--- src/hw/rtl/wpr_pkg.sv ---
package wpr_pkg;

  // Field and storage widths
  localparam int SAMPLE_W    = 16;
  localparam int ACC_W       = 24;
  localparam int CH_W        = 6;
  localparam int POS_W       = 4;
  localparam int SIZE_W      = 5;
  localparam int CHCNT_W     = 7;
  localparam int DEN_W       = 9;
  localparam int DIVCNT_W    = 5;
  localparam int CFG_IDX_W   = 2;
  localparam int CFG_DATA_W  = 7;
  localparam int IN_TDATA_W  = 16;
  localparam int OUT_TDATA_W = 32;

  // Size limits and reset values of the configuration registers
  localparam int CHANS_MAX   = 64;
  localparam int WIN_MAX     = 16;
  localparam logic [SIZE_W-1:0]  ROWS_RST  = 5'd2;
  localparam logic [SIZE_W-1:0]  COLS_RST  = 5'd2;
  localparam logic [CHCNT_W-1:0] CHANS_RST = 7'd1;

  // Pooling mode codes
  localparam logic MODE_MEAN = 1'b0;
  localparam logic MODE_MAX  = 1'b1;

  // Configuration register indexes
  typedef enum logic [CFG_IDX_W-1:0] {
    CFG_MODE  = 2'd0,
    CFG_ROWS  = 2'd1,
    CFG_COLS  = 2'd2,
    CFG_CHANS = 2'd3
  } cfg_idx_t;

  // Controller states
  typedef enum logic [2:0] {
    ST_IDLE,
    ST_READ,
    ST_UPDATE,
    ST_DIV,
    ST_OUT
  } state_t;

  // Commands from the controller to the datapath
  typedef struct packed {
    logic accept;
    logic rd;
    logic upd;
    logic div_start;
    logic load_out;
  } cmd_t;

  // Status from the datapath to the controller
  typedef struct packed {
    logic last;
    logic mean;
    logic div_done;
    logic out_free;
  } sts_t;

endpackage

--- src/hw/rtl/wpr_div.sv ---
module wpr_div import wpr_pkg::*; (
  input  logic                clk,
  input  logic                rst_n,
  input  logic                start,
  input  logic [ACC_W-1:0]    dividend,
  input  logic [DEN_W-1:0]    divisor,
  output logic                done,
  output logic [SAMPLE_W-1:0] quotient
);

  logic                busy_r, busy_nxt;
  logic                done_r, done_nxt;
  logic [DIVCNT_W-1:0] cnt_r, cnt_nxt;
  logic [DEN_W-1:0]    rem_r, rem_nxt;
  logic [ACC_W-1:0]    quo_r, quo_nxt;
  logic [DEN_W-1:0]    den_r, den_nxt;
  logic                neg_r, neg_nxt;
  logic [DEN_W:0]      trial;
  logic [DEN_W:0]      diff;
  logic [ACC_W-1:0]    mag;
  logic [ACC_W-1:0]    q_signed;

  // Magnitude of the signed dividend; the most negative value maps correctly.
  assign mag   = dividend[ACC_W-1] ? (~dividend + 1'b1) : dividend;
  assign trial = {rem_r, quo_r[ACC_W-1]};
  assign diff  = trial - {1'b0, den_r};

  // One restoring division step per cycle, quotient bits shift in at the bottom.
  always_comb begin
    busy_nxt = busy_r;
    done_nxt = 1'b0;
    cnt_nxt  = cnt_r;
    rem_nxt  = rem_r;
    quo_nxt  = quo_r;
    den_nxt  = den_r;
    neg_nxt  = neg_r;
    if (start) begin
      busy_nxt = 1'b1;
      cnt_nxt  = '0;
      rem_nxt  = '0;
      quo_nxt  = mag;
      den_nxt  = divisor;
      neg_nxt  = dividend[ACC_W-1];
    end else if (busy_r) begin
      if (trial >= {1'b0, den_r}) begin
        rem_nxt = diff[DEN_W-1:0];
        quo_nxt = {quo_r[ACC_W-2:0], 1'b1};
      end else begin
        rem_nxt = trial[DEN_W-1:0];
        quo_nxt = {quo_r[ACC_W-2:0], 1'b0};
      end
      cnt_nxt = cnt_r + 1'b1;
      if (cnt_r == DIVCNT_W'(ACC_W - 1)) begin
        busy_nxt = 1'b0;
        done_nxt = 1'b1;
      end
    end
  end

  always_ff @(posedge clk) begin
    if (!rst_n) begin
      busy_r <= 1'b0;
      done_r <= 1'b0;
    end else begin
      busy_r <= busy_nxt;
      done_r <= done_nxt;
    end
    cnt_r <= cnt_nxt;
    rem_r <= rem_nxt;
    quo_r <= quo_nxt;
    den_r <= den_nxt;
    neg_r <= neg_nxt;
  end

  // Truncation toward zero: restore the sign on the magnitude quotient.
  assign q_signed = neg_r ? (~quo_r + 1'b1) : quo_r;
  assign quotient = q_signed[SAMPLE_W-1:0];
  assign done     = done_r;

endmodule

--- src/hw/rtl/wpr_dp.sv ---
module wpr_dp import wpr_pkg::*; (
  input  logic                   clk,
  input  logic                   rst_n,
  input  cmd_t                   cmd,
  output sts_t                   sts,
  input  logic                   cfg_we,
  input  logic [CFG_IDX_W-1:0]   cfg_index,
  input  logic [CFG_DATA_W-1:0]  cfg_data,
  input  logic [IN_TDATA_W-1:0]  in_tdata,
  output logic                   out_tvalid,
  input  logic                   out_tready,
  output logic [OUT_TDATA_W-1:0] out_tdata
);

  // Configuration registers
  logic               mode_r;
  logic [SIZE_W-1:0]  rows_r;
  logic [SIZE_W-1:0]  cols_r;
  logic [CHCNT_W-1:0] chans_r;

  // Position counters
  logic [CH_W-1:0]    ch_r, ch_nxt;
  logic [POS_W-1:0]   col_r, col_nxt;
  logic [POS_W-1:0]   row_r, row_nxt;

  // Item being worked on
  logic [SAMPLE_W-1:0] sample_r;
  logic [CH_W-1:0]     item_ch_r;
  logic [POS_W-1:0]    item_row_r;
  logic [POS_W-1:0]    item_col_r;
  logic                item_first_r;
  logic                item_last_r;

  // Per-channel stores and their registered read data
  logic [ACC_W-1:0] acc_mem [CHANS_MAX];
  logic [POS_W-1:0] row_mem [CHANS_MAX];
  logic [POS_W-1:0] col_mem [CHANS_MAX];
  logic [ACC_W-1:0] rd_acc_r;
  logic [POS_W-1:0] rd_row_r;
  logic [POS_W-1:0] rd_col_r;

  // Window result and output register
  logic [ACC_W-1:0]       res_acc_r;
  logic [POS_W-1:0]       res_row_r;
  logic [POS_W-1:0]       res_col_r;
  logic                   out_valid_r;
  logic [OUT_TDATA_W-1:0] out_data_r;

  logic [SIZE_W-1:0]    rows_c;
  logic [SIZE_W-1:0]    cols_c;
  logic [CHCNT_W-1:0]   chans_c;
  logic [CHCNT_W-1:0]   ch_inc;
  logic [SIZE_W-1:0]    col_inc;
  logic [SIZE_W-1:0]    row_inc;
  logic                 first_now;
  logic                 last_now;
  logic [ACC_W-1:0]     s_ext;
  logic                 take;
  logic [ACC_W-1:0]     new_acc;
  logic [POS_W-1:0]     new_row;
  logic [POS_W-1:0]     new_col;
  logic [2*SIZE_W-1:0]  den_full;
  logic                 div_done;
  logic [SAMPLE_W-1:0]  div_q;
  logic [SAMPLE_W-1:0]  pooled;
  logic [POS_W-1:0]     out_row;
  logic [POS_W-1:0]     out_col;

  // Configuration writes
  always_ff @(posedge clk) begin
    if (!rst_n) begin
      mode_r  <= MODE_MEAN;
      rows_r  <= ROWS_RST;
      cols_r  <= COLS_RST;
      chans_r <= CHANS_RST;
    end else if (cfg_we) begin
      case (cfg_idx_t'(cfg_index))
        CFG_MODE:  mode_r  <= cfg_data[0];
        CFG_ROWS:  rows_r  <= cfg_data[SIZE_W-1:0];
        CFG_COLS:  cols_r  <= cfg_data[SIZE_W-1:0];
        CFG_CHANS: chans_r <= cfg_data;
        default: ;
      endcase
    end
  end

  // Sizes clamped to their legal ranges; zero acts as one.
  always_comb begin
    rows_c  = (rows_r == '0) ? SIZE_W'(1) :
              (rows_r > SIZE_W'(WIN_MAX)) ? SIZE_W'(WIN_MAX) : rows_r;
    cols_c  = (cols_r == '0) ? SIZE_W'(1) :
              (cols_r > SIZE_W'(WIN_MAX)) ? SIZE_W'(WIN_MAX) : cols_r;
    chans_c = (chans_r == '0) ? CHCNT_W'(1) :
              (chans_r > CHCNT_W'(CHANS_MAX)) ? CHCNT_W'(CHANS_MAX) : chans_r;
  end

  // Counter advance: channel innermost, then column, then row.
  always_comb begin
    ch_inc    = {1'b0, ch_r} + 1'b1;
    col_inc   = {1'b0, col_r} + 1'b1;
    row_inc   = {1'b0, row_r} + 1'b1;
    first_now = (row_r == '0) && (col_r == '0);
    last_now  = ({1'b0, row_r} == rows_c - 1'b1) && ({1'b0, col_r} == cols_c - 1'b1);
    ch_nxt    = ch_inc[CH_W-1:0];
    col_nxt   = col_r;
    row_nxt   = row_r;
    if (ch_inc >= chans_c) begin
      ch_nxt  = '0;
      col_nxt = col_inc[POS_W-1:0];
      if (col_inc >= cols_c) begin
        col_nxt = '0;
        row_nxt = row_inc[POS_W-1:0];
        if (row_inc >= rows_c) begin
          row_nxt = '0;
        end
      end
    end
  end

  always_ff @(posedge clk) begin
    if (!rst_n) begin
      ch_r  <= '0;
      col_r <= '0;
      row_r <= '0;
    end else if (cmd.accept) begin
      ch_r  <= ch_nxt;
      col_r <= col_nxt;
      row_r <= row_nxt;
    end
  end

  // Capture the accepted item with its position.
  always_ff @(posedge clk) begin
    if (cmd.accept) begin
      sample_r     <= in_tdata[SAMPLE_W-1:0];
      item_ch_r    <= ch_r;
      item_row_r   <= row_r;
      item_col_r   <= col_r;
      item_first_r <= first_now;
      item_last_r  <= last_now;
    end
  end

  // Read the channel's entry.
  always_ff @(posedge clk) begin
    if (cmd.rd) begin
      rd_acc_r <= acc_mem[item_ch_r];
      rd_row_r <= row_mem[item_ch_r];
      rd_col_r <= col_mem[item_ch_r];
    end
  end

  // Running sum or running maximum; the first window element overwrites.
  always_comb begin
    s_ext = {{(ACC_W-SAMPLE_W){sample_r[SAMPLE_W-1]}}, sample_r};
    take  = item_first_r || ($signed(s_ext) > $signed(rd_acc_r));
    if (mode_r == MODE_MEAN) begin
      new_acc = item_first_r ? s_ext : (rd_acc_r + s_ext);
      new_row = rd_row_r;
      new_col = rd_col_r;
    end else if (take) begin
      new_acc = s_ext;
      new_row = item_row_r;
      new_col = item_col_r;
    end else begin
      new_acc = rd_acc_r;
      new_row = rd_row_r;
      new_col = rd_col_r;
    end
  end

  // Write back the entry and keep it as the window result.
  always_ff @(posedge clk) begin
    if (cmd.upd) begin
      acc_mem[item_ch_r] <= new_acc;
      row_mem[item_ch_r] <= new_row;
      col_mem[item_ch_r] <= new_col;
      res_acc_r          <= new_acc;
      res_row_r          <= new_row;
      res_col_r          <= new_col;
    end
  end

  // Mean divider, window area as divisor
  assign den_full = {{SIZE_W{1'b0}}, rows_c} * {{SIZE_W{1'b0}}, cols_c};

  wpr_div u_div (
    .clk      (clk),
    .rst_n    (rst_n),
    .start    (cmd.div_start),
    .dividend (new_acc),
    .divisor  (den_full[DEN_W-1:0]),
    .done     (div_done),
    .quotient (div_q)
  );

  // Output field selection
  always_comb begin
    if (mode_r == MODE_MEAN) begin
      pooled  = div_q;
      out_row = '0;
      out_col = '0;
    end else begin
      pooled  = res_acc_r[SAMPLE_W-1:0];
      out_row = res_row_r;
      out_col = res_col_r;
    end
  end

  // Output register
  always_ff @(posedge clk) begin
    if (!rst_n) begin
      out_valid_r <= 1'b0;
    end else if (cmd.load_out) begin
      out_valid_r <= 1'b1;
    end else if (out_tready) begin
      out_valid_r <= 1'b0;
    end
  end

  always_ff @(posedge clk) begin
    if (cmd.load_out) begin
      out_data_r <= {{(OUT_TDATA_W-SAMPLE_W-CH_W-2*POS_W){1'b0}},
                     out_col, out_row, item_ch_r, pooled};
    end
  end

  assign out_tvalid = out_valid_r;
  assign out_tdata  = out_data_r;

  // Status to the controller
  assign sts.last     = item_last_r;
  assign sts.mean     = (mode_r == MODE_MEAN);
  assign sts.div_done = div_done;
  assign sts.out_free = !out_valid_r || out_tready;

endmodule

--- src/hw/rtl/wpr_ctrl.sv ---
module wpr_ctrl import wpr_pkg::*; (
  input  logic clk,
  input  logic rst_n,
  input  logic in_tvalid,
  output logic in_tready,
  input  sts_t sts,
  output cmd_t cmd
);

  state_t state_r, state_nxt;

  always_ff @(posedge clk) begin
    if (!rst_n) begin
      state_r <= ST_IDLE;
    end else begin
      state_r <= state_nxt;
    end
  end

  // Next state
  always_comb begin
    state_nxt = state_r;
    case (state_r)
      ST_IDLE: begin
        if (in_tvalid) state_nxt = ST_READ;
      end
      ST_READ: begin
        state_nxt = ST_UPDATE;
      end
      ST_UPDATE: begin
        if (!sts.last)     state_nxt = ST_IDLE;
        else if (sts.mean) state_nxt = ST_DIV;
        else               state_nxt = ST_OUT;
      end
      ST_DIV: begin
        if (sts.div_done) state_nxt = ST_OUT;
      end
      ST_OUT: begin
        if (sts.out_free) state_nxt = ST_IDLE;
      end
      default: begin
        state_nxt = ST_IDLE;
      end
    endcase
  end

  // Outputs
  always_comb begin
    cmd       = '0;
    in_tready = 1'b0;
    case (state_r)
      ST_IDLE: begin
        in_tready  = 1'b1;
        cmd.accept = in_tvalid;
      end
      ST_READ: begin
        cmd.rd = 1'b1;
      end
      ST_UPDATE: begin
        cmd.upd       = 1'b1;
        cmd.div_start = sts.last && sts.mean;
      end
      ST_DIV: ;
      ST_OUT: begin
        cmd.load_out = sts.out_free;
      end
      default: ;
    endcase
  end

endmodule

--- src/hw/rtl/window_pooling_reduce.sv ---
// Channel   Direction  Handshake              Payload
// in_       input      in_tvalid/in_tready    in_tdata[15:0] sample
// out_      output     out_tvalid/out_tready  out_tdata pooled_value, channel, max_row, max_col
// cfg_      input      cfg_we (no wait)       cfg_index, cfg_data
//
// An item that does not close a window goes through accept, store read, then update and write.
// Closing a window in max mode adds the step that loads the output register.
// Closing a window in mean mode adds a divide: the serial divider takes one quotient bit a
// cycle over the 24-bit sum, then flags completion, and after that the output register is
// loaded.
// Reset (rst_n low, synchronous) clears the counters, the registers and out_tvalid; the
// channel stores are not cleared and are written by the first element of each window.
// A new item is accepted while a result waits in the output register; a stalled output only
// holds the block when the next result is ready.
module window_pooling_reduce import wpr_pkg::*; (
  input  logic                   clk,
  input  logic                   rst_n,
  input  logic                   in_tvalid,
  output logic                   in_tready,
  input  logic [IN_TDATA_W-1:0]  in_tdata,   // [15:0] sample
  output logic                   out_tvalid,
  input  logic                   out_tready,
  output logic [OUT_TDATA_W-1:0] out_tdata,  // [15:0] pooled_value, [21:16] channel,
                                             // [25:22] max_row, [29:26] max_col
  input  logic                   cfg_we,
  input  logic [CFG_IDX_W-1:0]   cfg_index,
  input  logic [CFG_DATA_W-1:0]  cfg_data
);

  cmd_t cmd;
  sts_t sts;

  wpr_ctrl u_ctrl (
    .clk       (clk),
    .rst_n     (rst_n),
    .in_tvalid (in_tvalid),
    .in_tready (in_tready),
    .sts       (sts),
    .cmd       (cmd)
  );

  wpr_dp u_dp (
    .clk        (clk),
    .rst_n      (rst_n),
    .cmd        (cmd),
    .sts        (sts),
    .cfg_we     (cfg_we),
    .cfg_index  (cfg_index),
    .cfg_data   (cfg_data),
    .in_tdata   (in_tdata),
    .out_tvalid (out_tvalid),
    .out_tready (out_tready),
    .out_tdata  (out_tdata)
  );

endmodule

--- config.mk ---
export PLATFORM = sky130hd
export DESIGN_NAME = window_pooling_reduce
export DESIGN_NICKNAME = d
export VERILOG_FILES = /design/src/hw/rtl/wpr_pkg.sv /design/src/hw/rtl/wpr_div.sv /design/src/hw/rtl/wpr_dp.sv /design/src/hw/rtl/wpr_ctrl.sv /design/src/hw/rtl/window_pooling_reduce.sv
export SDC_FILE = /design/constraint.sdc
export NUM_CORES = 2
export LEC_CHECK = 0
export ABC_AREA = 1
export BUFFER_PORTS_ARGS = -buffer_cell sky130_fd_sc_hd__buf_4
export CELL_PAD_IN_SITES_DETAIL_PLACEMENT = 2
export CELL_PAD_IN_SITES_GLOBAL_PLACEMENT = 2
export CORE_ASPECT_RATIO = 0.6
export CORE_MARGIN = 2
export CORE_UTILIZATION = 40
export DETAILED_ROUTE_END_ITERATION = 12
export PLACE_DENSITY = 0.7
export SLEW_MARGIN = 5
export SYNTH_ARGS = -nofsm -noshare
export SYNTH_HDL_FRONTEND = slang
export SYNTH_SLANG_ARGS = --single-unit
--- constraint.sdc ---
create_clock -name clk -period 5.1 [get_ports clk]
set_input_delay 0 -clock clk [delete_from_list [all_inputs] [get_ports clk]]
set_output_delay 0 -clock clk [all_outputs]
set_load 0.01 [all_outputs]
==> results.md <==
- The flow ran to the end, and the final reports show no timing, DRC or antenna violations.
- The aggregate global routing overflow is 0.
- The type of element capturing the critical path is a register.
- Synthesis instantiated between 60 and 70 different standard cells from the library.
- The synthesized netlist occupies a cell area of about 87000 sq um.
- During synthesis, Yosys emitted a total of 0 warnings.
- The hold violation total from the final report came to 0.
- In the final layout, the share of cells above drive strength 1 is 0.119.
- The growth of design area from synthesis to finish is 15.2%.
- The worst IR drop on VDD is a little under 0.0004 V.
- The quantity of gates resized following cts is 0.
- The launching point of the worst reg2reg path is u_dp.sample_r[15].
- For the worst setup path, the data required time is ~5.7 ns.
- Detailed placement ended at an HPWL of 222000 microns.
- TritonCTS built the clock tree.
- The starting density of the core is 0.404.
- In this run the remaining antenna-violating nets after routing total 0.
- The data arrival time of the worst path is slightly above 5 ns.
- Counting flops with a built-in enable in the synthesized netlist gives 2200.
- The setup path with the least slack is of type register to register.
- The final hold slack is around 0.053 ns.
- The max-slew violation count is 0.
- The share of flip-flops with an asynchronous set or reset after synthesis is 0.
- By instance count, the leading cell after synthesis is edfxtp_1.
- The number of cells on the worst hold path is 5.
- The clock network latency to the later pin of the worst-skew pair is ~0.88 ns.
- The cell count after synthesis is between 5000 and 6000.
- Buffers inserted during clock tree synthesis total between 200 and 250.
- Subtracting the final worst setup slack from the clock period gives 4.52 ns.
- Setup repair after global routing left no endpoint under its margin.
- Summing over every cut layer, the via total after detailed routing is roughly 60000.
- The design area is 101000 sq um.
- The path type of the worst min-delay path is input pin to register.
- The total power per unit cell area is approximately 560 nW/um^2.
- Ranked by total cell area, the synthesized netlist is headed by edfxtp_1 76%, nand2_1 4.6%, a221oi_1 2.7%.
- The total instance count after detailed placement is roughly 8800.
- The commonest register cell after synthesis is edfxtp_1.
- By count the netlist is led by 2200 x edfxtp_1, 1076 x nand2_1, 280 x a22oi_1.
- The area after detailed placement is 93800 sq um.
- The final layout contains 6374 nets.
- The post-detailed-route wirelength per cell is 39.0 microns.
- The achievable clock frequency is approximately 220 MHz.
- In this run the tightest slew margin relative to its limit is 0.193.
- The first global-routing pass estimated 500000 microns of wire.
- The endpoint of the lowest-slack register-to-register path is u_dp.u_div.quo_r[20].
- The flop-to-flop setup slack is 0.58 ns.
- For this run, the detailed router's first-pass iteration total came to 8.
- The count of non-filler cells in the finished layout is between 9000 and 10000.
- The worst setup path is launched from a register.
- The overall routing resource usage is 0.318.
- At the pin with the least slew margin, the transition time is ~1.2 ns.
- The tool flagged a number of max-cap violations equal to 0.
- Clock skew on the completed layout was measured at about 0.053 ns.
- The share of synthesized area in the top cell type comes to 0.755.
- Counting along the longest clock path gives a buffer depth of 4.
- For this run, design rule violations remaining after detail routing come to 0.
- The largest net degree at the start of global routing is around 80.
- The count of cells along the worst register-to-register path is 21.
- Setup violations remaining at the end of the flow were counted as 0.
- In this run the clock root is driven by a clkbuf_16.
- The initial antenna violation count is 31.
- The count of input and output buffers is 61.
- The core region is 217000 sq um.
- CTS saw 2252 sinks.
- The die extent in x is between 600 and 700 microns.
- The biggest area contributor in the post-synthesis netlist is edfxtp_1.
- The worst min-delay path endpoint is u_dp.out_tvalid.
- The die covers approximately 220000 sq um.
- CTS built an H-tree with a depth of 4.
- The via count of the first global-routing pass is between 60000 and 70000.
- The final weighted congestion in routability-driven placement is between 0.8 and 0.9.
- The routed wire length is roughly 360000 microns.
- The die span in y is ~370 microns.
- After clock tree synthesis, the clock-pin slew on the worst setup and hold paths is approximately 0.07 ns.
- For this design the static power due to leakage is between 30 and 40 nW.
- The count of boundary I/O pins is 64.
- The final cycle utilization of the critical path is 0.887.
- The synthesized area per cell is 14.8 sq um.
- The synthesized flop and latch total is roughly 2300.
- The largest driver fanout on the critical path is 23.
- Using the TritonRoute via totals, the vias-per-cell ratio works out to 6.41.
- The share of the core filled with cells in the final layout is 0.465.
- Row generation in the floorplan step produced about 130 rows.
- The beginning of the worst hold path is out_tready.
- For the final routed database, the setup TNS stands at 0 ns.
- After the first detailed-routing iteration, the DRC count stood at between 8000 and 9000.
- The sequential area share after synthesis is 0.767.
## how the worst max path moves through the flow
stage	startpoint	to	slack [ns]	depth (start not counted)
6_report	u_dp.sample_r[15]	u_dp.u_div.quo_r[20]	0.58	21
3_5_place_dp	u_dp.sample_r[15]	u_dp.u_div.quo_r[20]	0.63	21
5_1_grt	u_dp.sample_r[15]	u_dp.u_div.quo_r[20]	0.28	21
2_1_floorplan	u_dp.sample_r[15]	u_dp.u_div.quo_r[20]	0.37	21
3_3_place_gp	u_dp.sample_r[15]	u_dp.u_div.quo_r[22]	0.92	21
4_1_cts	u_dp.sample_r[15]	u_dp.u_div.quo_r[20]	0.60	21
## stage by stage
| step | power, W | setup WS (ns) |
|---|---|---|
| 3_5_place_dp | 0.0405 | 0.626 |
| 3_3_place_gp | 0.0393 | 0.916 |
| 5_1_grt | 0.0573 | 0.284 |
| 6_report | 0.0560 | 0.577 |
| 2_1_floorplan | 0.0321 | 0.372 |
| 4_1_cts | 0.0556 | 0.601 |
## cell type report
type | instances | area [sq um]
fillers | 20436 | 116000
flip-flops and latches | 2252 | 67100
multi-input cells | 3073 | 18800
clock buffers | 267 | 5550
repair buffers | 403 | 3910
well taps | 2881 | 3600
inverters | 294 | 1100
clock inverters | 107 | 732
diodes | 5 | 12.5
## repair_timing
action | 4_1_cts | 5_1_grt
endpoints found under the setup margin | 0 | 0
hold buffers | 72 | 0
setup buffers | 0 | 0
endpoints found under the hold margin | 83 | 0
## power by group
group	internal, W	leakage, nW	switching (W)
sequential	0.0243	20.2	0.000406
combinational	0.00333	10.1	0.0125
clock	0.00816	3.07	0.00720
total	0.0358	33.4	0.0202
## logic make-up after synthesis
family          synth area share
buf+inv                   0.0259
compound gates            0.0953
flops                      0.767
mux                      0.00103
other cells            0.0000429
simple gates              0.0897
xor+xnor                 0.00431
fa+ha+maj                 0.0166
## routing by layer
| layer | up-vias | global-route usage | share of wire |
|---|---|---|---|
| met5 | - | 0 | 0.00059 |
| met4 | 24 | 0.0801 | 0.027 |
| met3 | 560 | 0.0668 | 0.099 |
| met2 | 3350 | 0.489 | 0.45 |
| met1 | 32193 | 0.460 | 0.42 |
| li1 | 23363 | - | - |
## sequential cells by signal, indices dropped and copies added (netlist names), 6 cells and up
name              flops
u_dp.out_tdata       30
u_dp.u_div.rem_r      9
u_dp.sample_r        16
u_dp.u_div.quo_r     24
u_dp.ch_r             6
u_dp.u_div.den_r      9
u_dp.item_ch_r        6
u_dp.res_acc_r       16
u_dp.chans_r          7
u_dp.acc_mem       1536
u_dp.col_mem        256
u_dp.rd_acc_r        24
u_dp.row_mem        256
## placed cells by master (no fill, tap or decap), types with 6 or more instances in the layout
cell type	synthesis	layout
edfxtp_1	2200	2200
nand2_1	1076	1064
a22oi_1	280	280
buf_4	4	275
inv_1	276	273
a221oi_1	271	269
nand4_1	245	245
clkbuf_16	0	212
a22o_1	205	205
nor2_1	224	156
nand3_1	137	137
a21oi_1	136	136
o21ai_0	118	118
ha_1	100	100
dlygate4sd3_1	0	72
nor2_4	3	71
clkinv_1	6	69
buf_12	0	56
clkbuf_1	163	51
dfxtp_1	52	51
xor2_1	33	33
clkinv_2	0	31
nor3_1	46	30
nand2_2	17	29
a31oi_1	26	26
nor3_2	3	18
o211ai_1	16	16
inv_2	12	13
o21ai_1	12	11
xnor2_1	10	10
a2111o_1	10	10
a211oi_1	10	10
fa_1	10	10
bufinv_16	0	10
mux2_2	8	8
o21a_1	8	8
or2_2	6	6
nand3_2	6	6
## critical path, cell delays in order, from the launching register on
cell and delay [ns]:
edfxtp_1 0.60, ha_1 0.51, nand2_1 0.14, nor3_2 0.19
nand2_1 0.12, nor2_1 0.16, nand2_1 0.11, nand3_1 0.10
nand2_2 0.07, nand3_4 0.08, nand2_4 0.24, o21ai_0 0.27
nor2_1 0.07, nor2_2 0.33, ha_1 0.28, nand3_2 0.16
nor2_4 0.26, nand3_2 0.13, nand2_2 0.11, nand3_1 0.13
nand3_1 0.10, nand2_1 0.08
No activity file was read; power rests on OpenSTA's default activity.
